**src/fbba_pkg.sv**
```systemverilog
`timescale 1ns / 1ps
package fbba_pkg;

	// payload widths
	localparam int OPCODE_W = 3;
	localparam int INDEX_W  = 12;
	localparam int COUNT_W  = 13;
	localparam int TOTAL_W  = 13;
	localparam int STATUS_W = 2;
	localparam int FREE_W   = 13;

	// opcodes
	localparam logic [OPCODE_W-1:0] OP_SET   = 3'd0;
	localparam logic [OPCODE_W-1:0] OP_CLR   = 3'd1;
	localparam logic [OPCODE_W-1:0] OP_TEST  = 3'd2;
	localparam logic [OPCODE_W-1:0] OP_ALLOC = 3'd3;
	localparam logic [OPCODE_W-1:0] OP_REL   = 3'd4;

	// status codes
	localparam logic [STATUS_W-1:0] ST_OK      = 2'd0;
	localparam logic [STATUS_W-1:0] ST_BAD     = 2'd1;
	localparam logic [STATUS_W-1:0] ST_NOSPACE = 2'd2;

	localparam logic [TOTAL_W-1:0] TOTAL_RESET = 13'd4096;

	// controller -> datapath
	typedef struct packed {
		logic capture;
		logic start;
		logic read;
		logic scan;
		logic mark;
		logic publish;
	} fbba_cmd_t;

	// datapath -> controller
	typedef struct packed {
		logic bad;
		logic alloc;
		logic found;
		logic scan_last;
		logic mark_last;
		logic out_busy;
	} fbba_sts_t;

endpackage

```
**src/fbba_ctrl.sv**
```systemverilog
`timescale 1ns / 1ps
module fbba_ctrl (
	input  logic                clk,
	input  logic                arst_n,
	input  logic                req_valid,
	output logic                req_ready,
	input  fbba_pkg::fbba_sts_t sts,
	output fbba_pkg::fbba_cmd_t cmd
);
	localparam logic [2:0] S_IDLE    = 3'd0;
	localparam logic [2:0] S_DECODE  = 3'd1;
	localparam logic [2:0] S_SCAN_RD = 3'd2;
	localparam logic [2:0] S_SCAN_EX = 3'd3;
	localparam logic [2:0] S_MARK_RD = 3'd4;
	localparam logic [2:0] S_MARK_EX = 3'd5;
	localparam logic [2:0] S_SETTLE  = 3'd6;
	localparam logic [2:0] S_FINISH  = 3'd7;

	logic [2:0] state_q;
	logic [2:0] state_d;

	always_ff @(posedge clk or negedge arst_n) begin
		if (!arst_n) begin
			state_q <= S_IDLE;
		end else begin
			state_q <= state_d;
		end
	end

	always_comb begin
		state_d   = state_q;
		cmd       = '0;
		req_ready = 1'b0;
		unique case (state_q)
			S_IDLE: begin
				req_ready   = 1'b1;
				cmd.capture = req_valid;
				if (req_valid) begin
					state_d = S_DECODE;
				end
			end
			S_DECODE: begin
				cmd.start = 1'b1;
				priority if (sts.bad) begin
					state_d = S_FINISH;
				end else if (sts.alloc) begin
					state_d = S_SCAN_RD;
				end else begin
					state_d = S_MARK_RD;
				end
			end
			S_SCAN_RD: begin
				cmd.read = 1'b1;
				state_d  = S_SCAN_EX;
			end
			S_SCAN_EX: begin
				cmd.scan = 1'b1;
				priority if (sts.found) begin
					state_d = S_MARK_RD;
				end else if (sts.scan_last) begin
					state_d = S_FINISH;
				end else begin
					state_d = S_SCAN_RD;
				end
			end
			S_MARK_RD: begin
				cmd.read = 1'b1;
				state_d  = S_MARK_EX;
			end
			S_MARK_EX: begin
				cmd.mark = 1'b1;
				state_d  = sts.mark_last ? S_SETTLE : S_MARK_RD;
			end
			S_SETTLE: begin
				state_d = S_FINISH;
			end
			S_FINISH: begin
				if (!sts.out_busy) begin
					cmd.publish = 1'b1;
					state_d     = S_IDLE;
				end
			end
			default: begin
				state_d = S_IDLE;
			end
		endcase
	end
endmodule

```
**config.mk**
```make
export PLATFORM = sky130hd
export DESIGN_NAME = fbba_ctrl
export DESIGN_NICKNAME = d
export VERILOG_FILES = /design/src/fbba_pkg.sv /design/src/fbba_ctrl.sv
export SDC_FILE = /design/constraint.sdc
export NUM_CORES = 1
export LEC_CHECK = 0
export BUFFER_PORTS_ARGS = -buffer_cell sky130_fd_sc_hd__buf_4
export CELL_PAD_IN_SITES_DETAIL_PLACEMENT = 1
export CELL_PAD_IN_SITES_GLOBAL_PLACEMENT = 2
export CORE_MARGIN = 3
export CORE_UTILIZATION = 19
export CTS_CLUSTER_DIAMETER = 30
export DETAILED_ROUTE_END_ITERATION = 6
export GPL_TIMING_DRIVEN = 0
export HOLD_SLACK_MARGIN = 0.12
export PLACE_DENSITY_LB_ADDON = 0.1
export SYNTH_ARGS = -nofsm -noshare
export SYNTH_HDL_FRONTEND = slang
export SYNTH_SLANG_ARGS = --single-unit
```
**constraint.sdc**
```tcl
create_clock -name clk -period 1.3 [get_ports clk]
set_input_delay 0.065 -clock clk [delete_from_list [all_inputs] [get_ports clk]]
set_output_delay 0.065 -clock clk [all_outputs]
set_load 0.05 [all_outputs]
```
======== Word-level counts from Yosys, hierarchy flattened ========
Index checks and enable logic that the tools add are counted.
cells by class
  mux-type cells .......................... 16
  reductions and logical operators ........ 3
  eq/ne operators ......................... 9
operators with widths
  kind                                                                   count
  3-bit case mux with 8 select lines                                     1
  3-bit two-way mux                                                      6
  3-bit equality test, second input constant                             4
  1-bit two-way mux                                                      8
  3-bit by 2-bit equality test with 1-bit output, second input constant  2
  2-bit != test, second input constant                                   2
  3-bit by 1-bit equality test with 1-bit output, second input constant  1
  3-bit zero test                                                        1
  2-bit two-way mux                                                      1
  2-bit AND reduction                                                    1
  2-bit OR reduction                                                     1
word-level totals
  bits of input ports ..................... 9
  register bits ........................... 3

======== Depth between registers and ports, before layout ========
Gate-level depths: netlist of the first run.
  depth in word-level cells ............... 3
  depth in mapped cells ................... 4
  gate-level depth less buffers ........... 3

======== Least setup slack after synthesis of the first run ========
No wires, ideal clock.
  path type ............................... register -> output
  from .................................... reg state_q[2]
  to ...................................... out cmd[5] in the netlist's numbering
  required time ........................... 1.235 ns
  stages on the path, launching flop included .. 4
  data arrival time ....................... 2.263 ns
  buffers on the path ..................... 1
  path slack .............................. -1.028 ns
  path through ............................ dfrtp_1 buf_2 nor3_1 and2_1
RTL lines
  item                      RTL line         RTL
  start: declaration        fbba_ctrl.sv:19  logic [2:0] state_q;
  start signal: assignment  fbba_ctrl.sv:26  state_q <= state_d;
  end: declaration          fbba_ctrl.sv:8   output fbba_pkg::fbba_cmd_t cmd

==> summary.txt, run 1 <==
Run status - completed
Antenna violations before repair - 0
Vias in the first global route - 392
Htree depth - 1
Slew margin rel. - 87.8%
Hold Slack - 0.120 ns
Crit path kind - flip-flop to output pin
Final net count - 68
MaxCap Viol Count - 0
CTS tree - yes
Setup ws final - 0.00540 ns
Share of cells above drive strength 1 - 58.6%
Peak VDD IR - 820 uV
ANT nets after route - 0
Register area share after synthesis - 28.8%
Crit-path slowest cell - dfrtp_1
Clock transition at path regs - 0.04 ns
RSZ-0062 raised after global routing - true
Synth Cell Area - 260 um^2
Clk_lat worst skew - 0.24 ns
Crit. End Element - output pin
Syn-to-layout area delta - 106%
Root Buffer - clkbuf_4
Biggest regs - state_q: 3 flops
Syn nets - 43
Slowest stage delay, CP - 0.39 ns
Global-route wire length before repair - 1660 um
Final period util - 99.6%
Worst clock skew - 0.00440 ns
N_diodes - 0
Startpoint types - flip-flop
Initial DRC count - 5
Die ar. - 0.00185 mm^2
Die extent in y - 43.0 um
Asr flop ratio synth - 100%
Leak - 0.245 nW
Number of flops mapped to enable cells by yosys - 0
Gr ovfl total - 0
DR pass1 iterations - 4
Total power - 1.39 mW
Site row count - 12
CTS Sinks - 3
Worst hold path type - input port to flip-flop
Total wire length - 951 um
Placed Area - 433 um^2
TNS Setup - 0 ns
Via count - 351
Arr. time, crit path - 1.23 ns
DRC - 0
RR Startpoint - state_q[2]
Largest net degree at the start of global routing - 11
Buffer and inverter count on the worst path - 2
Maximum fanout along the worst path - 5
FF+latch count, synth - 3
Starting density of the core - 21.9%
Most flops, register - state_q
I/O pin cnt - 16
Worst-Margin Slew - 0.182 ns
Filler cells - 145
HPWL Detailed - 706 um
Buffers on Ports - 15
Critical Path Start - state_q[1]
Final slew viol count - 0
Final setup vio count - 0
GPL Wtd Cong - 0.725
Core area - 0.00119 mm^2
Top_reg_cell synth - dfrtp_1
Clock buffer depth - 2
Pwr dens - 2590 mW/mm^2
CP Cell Sequence - buf_6, nor3_4, and2_4, buf_8
Drt wl/cell - 13.2 um
Total track usage - 12.8%
Syn. warnings - 0
Area taken by multi-input logic gates - 206 um^2
Place WS - 0.123 ns
CP top delay family - flip-flops
Max frequency - 0.772 GHz
WP data required - 1.24 ns
CTS buffer count - 3
Hold Path Origin - sts[0]
Number of flip-flops in the largest register - 3
Die boundary width - 43.0 um
FF/Latch Area - 76.3 um^2
Design Area, Final - 536 um^2
Vias per cell - 4.88
Final min period - 1.29 ns
Fin. Hold Viols - 0
Syn avg cell area - 7.65 um^2
Mapped Cells - 34
Unique masters post-synth - 21
==> path summary, 6_finish.rpt <==
kind | slack, ns | end | cells past startpoint
hold reg to reg | 0.59 | state_q[1] | 2
setup / recovery | 0.005 | cmd[5] | 4
min in group asynchronous | 0.15 | state_q[1] | 2
hold / removal | 0.12 | state_q[1] | 3
setup reg to reg | 0.08 | state_q[0] | 4
max in group asynchronous | 1.04 | state_q[2] | 2
==> Yosys cell counts (2+ instances only) <==
| cell type | instances | area (um^2) |
|---|---|---|
| dfrtp_1 | 3 | 75.1 |
| nand2b_1 | 2 | 12.5 |
| nor2_1 | 5 | 18.8 |
| nand2_1 | 2 | 7.51 |
| buf_2 | 2 | 10.0 |
| o21ai_0 | 2 | 10.0 |
| nor3_1 | 4 | 20.0 |
==> worst min-delay path, stage by stage <==
cell     delay [ns]
buf_4          0.11
a31oi_1        0.09
nand3_1        0.06
==> per-layer routing <==
layer	routed length, um	track usage, %	vias to the layer above
li1	-	-	171
met1	364	13.3	165
met2	507	20.7	11
met3	27	1.27	4
met4	53	14.5	0
met5	0	0	-
==> area by class of cell <==
cell class	instances	area share [%]
inverters	1	0.701
plain buffers	3	6.31
flip-flops and latches	3	14.3
repair buffers	20	32.0
well taps	14	3.27
multi-input cells	27	38.6
clock buffers	4	4.91
==> layout by cell type (no fill, tap or decap) <==
| master | synthesis | routed |
|---|---|---|
| and4b_2 | 1 | 1 |
| a221o_1 | 1 | 1 |
| buf_6 | 1 | 6 |
| dfrtp_2 | 0 | 1 |
| xnor2_1 | 1 | 1 |
| or4_1 | 1 | 1 |
| a21oi_1 | 1 | 1 |
| clkbuf_1 | 0 | 1 |
| nor3b_4 | 0 | 1 |
| a31oi_1 | 1 | 1 |
| dlygate4sd3_1 | 0 | 1 |
| dfrtp_1 | 3 | 2 |
| nor2_1 | 5 | 4 |
| nor2_4 | 0 | 1 |
| nand2b_1 | 2 | 2 |
| o21ai_0 | 2 | 2 |
| a211oi_1 | 1 | 1 |
| buf_4 | 0 | 15 |
| nand2_1 | 2 | 1 |
| o21a_1 | 1 | 1 |
| nor3_4 | 0 | 2 |
| nor3_1 | 4 | 2 |
| inv_2 | 1 | 1 |
| and2_4 | 0 | 1 |
| nand3_1 | 1 | 1 |
| nand2_2 | 0 | 1 |
| buf_8 | 0 | 1 |
| clkbuf_4 | 0 | 3 |
| and3b_1 | 1 | 1 |
==> per-stage QoR <==
step | cells | utilization [%]
3_5_place_dp | 63 | 36.5
6_report | 72 | 45.1
3_3_place_gp | 63 | 36.5
5_1_grt | 72 | 45.1
2_1_floorplan | 34 | -
4_1_cts | 72 | 43.7
==> repair_timing <==
item / CTS / global route
setup buffers: 4 / 0
resized for setup: 6 / 4
hold buffers: 1 / 0
endpoints found under the setup margin: 6 / 5
endpoints found under the hold margin: 3 / 0
pin swaps: 3 / 0
==> kinds of logic (layout without fill, tap and decap cells) <==
family	after synthesis	in the layout	share of synthesized area [%]
XOR/XNOR	1	1	3.37
flip-flops	3	3	28.8
buffers and inverters	4	28	9.61
AND/OR/NAND/NOR	19	19	40.4
AO/OA/AOI/OAI	7	7	17.8
==> power by group <==
part / internal [mW] / switching (mW)
registers: 0.141 / 0.0275
clock network: 0.115 / 0.0516
logic: 0.437 / 0.615
Note: power is estimated with default switching activity, not from simulation.
==> inputs of run 2 (changes only) <==
--- a/config.mk
+++ b/config.mk
@@ -8,10 +8,11 @@
 export BUFFER_PORTS_ARGS = -buffer_cell sky130_fd_sc_hd__buf_4
 export CELL_PAD_IN_SITES_DETAIL_PLACEMENT = 1
 export CELL_PAD_IN_SITES_GLOBAL_PLACEMENT = 2
-export CORE_MARGIN = 3
-export CORE_UTILIZATION = 19
+export CORE_AREA = 3 3 40 42
+export CTS_BUF_LIST = sky130_fd_sc_hd__clkbuf_8
 export CTS_CLUSTER_DIAMETER = 30
 export DETAILED_ROUTE_END_ITERATION = 6
+export DIE_AREA = 0 0 43 45
 export GPL_TIMING_DRIVEN = 0
 export HOLD_SLACK_MARGIN = 0.12
 export PLACE_DENSITY_LB_ADDON = 0.1
==> run 2 against run 1 <==
Compared with the run above:
- clock power rose by 56%
- via count down 2.8%
- cell count rose by 4.2%
- critical path depth stayed put
- critical path type unchanged
- clock skew is essentially flat
- clock-buffer cell count shrank 1
- utilization fell by 2.1 points
- register-to-register slack got worse by 0.03 ns
- sequential power increased by 5%
- highest routed layer is now met3
- sequential cell count stayed put
- combinational power hardly changed
- power grew 6.5%
==> summary.txt, run 2 (same netlist as run 1, synthesis figures left out) <==
Run status - completed (unchanged)
Clock buffer depth - 2 (unchanged)
CP Cell Sequence - buf_6, nor3_4, and2_4, buf_8 (unchanged)
Biggest regs - state_q: 3 flops (unchanged)
Final net count - 70 (was 68)
Die boundary width - 43 um (was 43.0 um)
MaxCap Viol Count - 0 (unchanged)
Die ar. - 0.00194 mm^2 (was 0.00185 mm^2)
HPWL Detailed - 646 um (was 706 um)
Peak VDD IR - 956 uV (was 820 uV)
WP data required - 1.24 ns (about the same)
Fin. Hold Viols - 0 (unchanged)
Site row count - 13 (was 12)
Crit-path slowest cell - dfrtp_1 (unchanged)
Switching share of power - 46.7% (was 50.0%)
Share of cells above drive strength 1 - 58.3% (was 58.6%)
Worst path depth - 4 (unchanged)
Arr. time, crit path - 1.22 ns (was 1.23 ns)
NetSw - 690 uW (was 694 uW)
Clock transition at path regs - 0.03 ns (was 0.04 ns)
RSZ-0062 raised after global routing - true (unchanged)
Global-route wire length before repair - 1730 um (was 1660 um)
Hold Slack - 0.151 ns (was 0.120 ns)
DRC - 0 (unchanged)
Slowest stage delay, CP - 0.37 ns (was 0.39 ns)
Total wire length - 991 um (was 951 um)
Worst hold path type - input port to flip-flop (unchanged)
Gr ovfl total - 0 (unchanged)
Worst clock skew - 0.00447 ns (was 0.00440 ns)
Worst r2r path cells - 3 (was 4)
Commonest non-fill, non-tap cell in the layout - buf_4 (unchanged)
RR Startpoint - state_q[2] (unchanged)
Startpoint types - flip-flop (unchanged)
Vias in the first global route - 377 (was 392)
Final min period - 1.29 ns (about the same)
Reg-to-Reg End - state_q[1] (was state_q[0])
ANT nets after route - 0 (unchanged)
Core area - 0.00128 mm^2 (was 0.00119 mm^2)
Drt wl/cell - 13.2 um (about the same)
Initial DRC count - 6 (was 5)
Largest net degree at the start of global routing - 11 (unchanged)
Setup crit end - cmd[5] (unchanged)
Buffers on Ports - 15 (unchanged)
Max frequency - 0.778 GHz (was 0.772 GHz)
I/O pin cnt - 16 (unchanged)
Syn-to-layout area delta - 112% (was 106%)
Clock share of power - 17.6% (was 12.0%)
Pwr dens - 2670 mW/mm^2 (was 2590 mW/mm^2)
GPL Wtd Cong - 0.739 (was 0.725)
FF/Latch Area - 76.3 um^2 (unchanged)
Most flops, register - state_q (unchanged)
Filler cells - 149 (was 145)
Buffer and inverter count on the worst path - 2 (unchanged)
CP top delay family - flip-flops (unchanged)
Final period util - 98.9% (was 99.6%)
Final slew viol count - 0 (unchanged)
Crit. End Element - output pin (unchanged)
CTS tree - yes (unchanged)
Maximum fanout along the worst path - 9 (was 5)
Commonest non-fill, non-tap cells in the layout - buf_4, buf_6, nor2_1, clkbuf_8 (was buf_4, buf_6, nor2_1, clkbuf_4)
Worst-Margin Slew - 0.237 ns (was 0.182 ns)
Number of flip-flops in the largest register - 3 (unchanged)
Root Buffer - clkbuf_8 (was clkbuf_4)
Vias per cell - 4.55 (was 4.88)
DR pass1 iterations - 2 (was 4)
Htree depth - 1 (unchanged)
Die extent in y - 45 um (was 43.0 um)
Area taken by multi-input logic gates - 193 um^2 (was 206 um^2)
Cell internal pwr - 786 uW (was 693 uW)
Final setup vio count - 0 (unchanged)
Antenna violations before repair - 0 (unchanged)
Crit path kind - flip-flop to output pin (unchanged)
Post-layout util - 43.0% (was 45.1%)
Flop2flop setup slack - 0.05 ns (was 0.08 ns)
CTS buffer count - 3 (unchanged)
Logic pwr share - 70.5% (was 75.8%)
Starting density of the core - 20.3% (was 21.9%)
Critical Path Start - state_q[0] (was state_q[1])
N_diodes - 0 (unchanged)
Leak - 0.262 nW (was 0.245 nW)
Slew margin rel. - 84.1% (was 87.8%)
Flop pwr share - 11.9% (was 12.1%)
TNS Setup - 0 ns (unchanged)
Via count - 341 (was 351)
Clk_lat worst skew - 0.21 ns (was 0.24 ns)
CTS Sinks - 3 (unchanged)
Total track usage - 12.4% (was 12.8%)
## run 2: cell types whose count changed in the layout (fill, tap and decap cells not counted), sizes merged
cell,change
buf,+2
clkbuf,-1
inv,+1
## run 2: area by class of cell
cell class	instances	area share, %
Sequential cell	3	13.8
Timing Repair Buffer	22	33.0
Tap cell	15	3.39
Buffer	3	6.11
Clock buffer	3	7.47
Multi-Input combinational cell	27	34.8
Inverter	1	0.679
Clock inverter	1	0.679
## run 2: power by group through the flow
stage	combinational, mW	clock (mW)	sequential [mW]
detailed placement	0.868	0	0.184
global route	1.12	0.284	0.179
global placement	0.861	0	0.180
CTS	1.00	0.266	0.174
finish	1.04	0.260	0.176
floorplan	0.672	0	0.168
## run 2: timing repair
action                     4_1_cts  5_1_grt
hold endpoints to repair         3        0
setup endpoints to repair        4        3
buffers inserted                 4        2
pin swaps                        0        3
gates resized for setup          5        1
hold buffers                     1        0
## run 2: how the worst min path moves through the flow
| stage | cells past startpoint | from | to | slack (ns) |
|---|---|---|---|---|
| 6_report | 3 | sts[0] | state_q[1] | 0.15 |
| 5_1_grt | 2 | arst_n | state_q[2] | 0.18 |
| 4_1_cts | 3 | sts[0] | state_q[1] | 0.13 |
| 3_5_place_dp | 1 | arst_n | state_q[1] | -0.14 |
| 3_3_place_gp | 1 | arst_n | state_q[0] | -0.15 |
| 2_1_floorplan | 0 | arst_n | state_q[0] | -0.23 |
## run 2: metal layers
layer	global-route usage [%]	vias to the layer above	part of all wire, %
li1	-	174	-
met1	13.6	158	39
met2	22.5	9	56
met3	1.99	0	4.7
met4	7.23	0	0
met5	0	-	0
## run 2: per-stage QoR
step / setup WS [ns] / cell area [um^2] / instances / power, mW
after floorplan: -0.133 / 303 / 34 / 0.840
after global placement: 0.125 / 434 / 64 / 1.04
after detailed placement: 0.103 / 434 / 64 / 1.05
after CTS: -0.0168 / 534 / 73 / 1.44
after global routing: -0.0479 / 553 / 75 / 1.58
final: 0.0139 / 553 / 75 / 1.48
## run 2: worst min-delay path, delay by kind of cell
| kind | cells | cell delay (ns) |
|---|---|---|
| buf+inv | 1 | 0.11 |
| compound gates | 1 | 0.09 |
| simple gates | 1 | 0.06 |
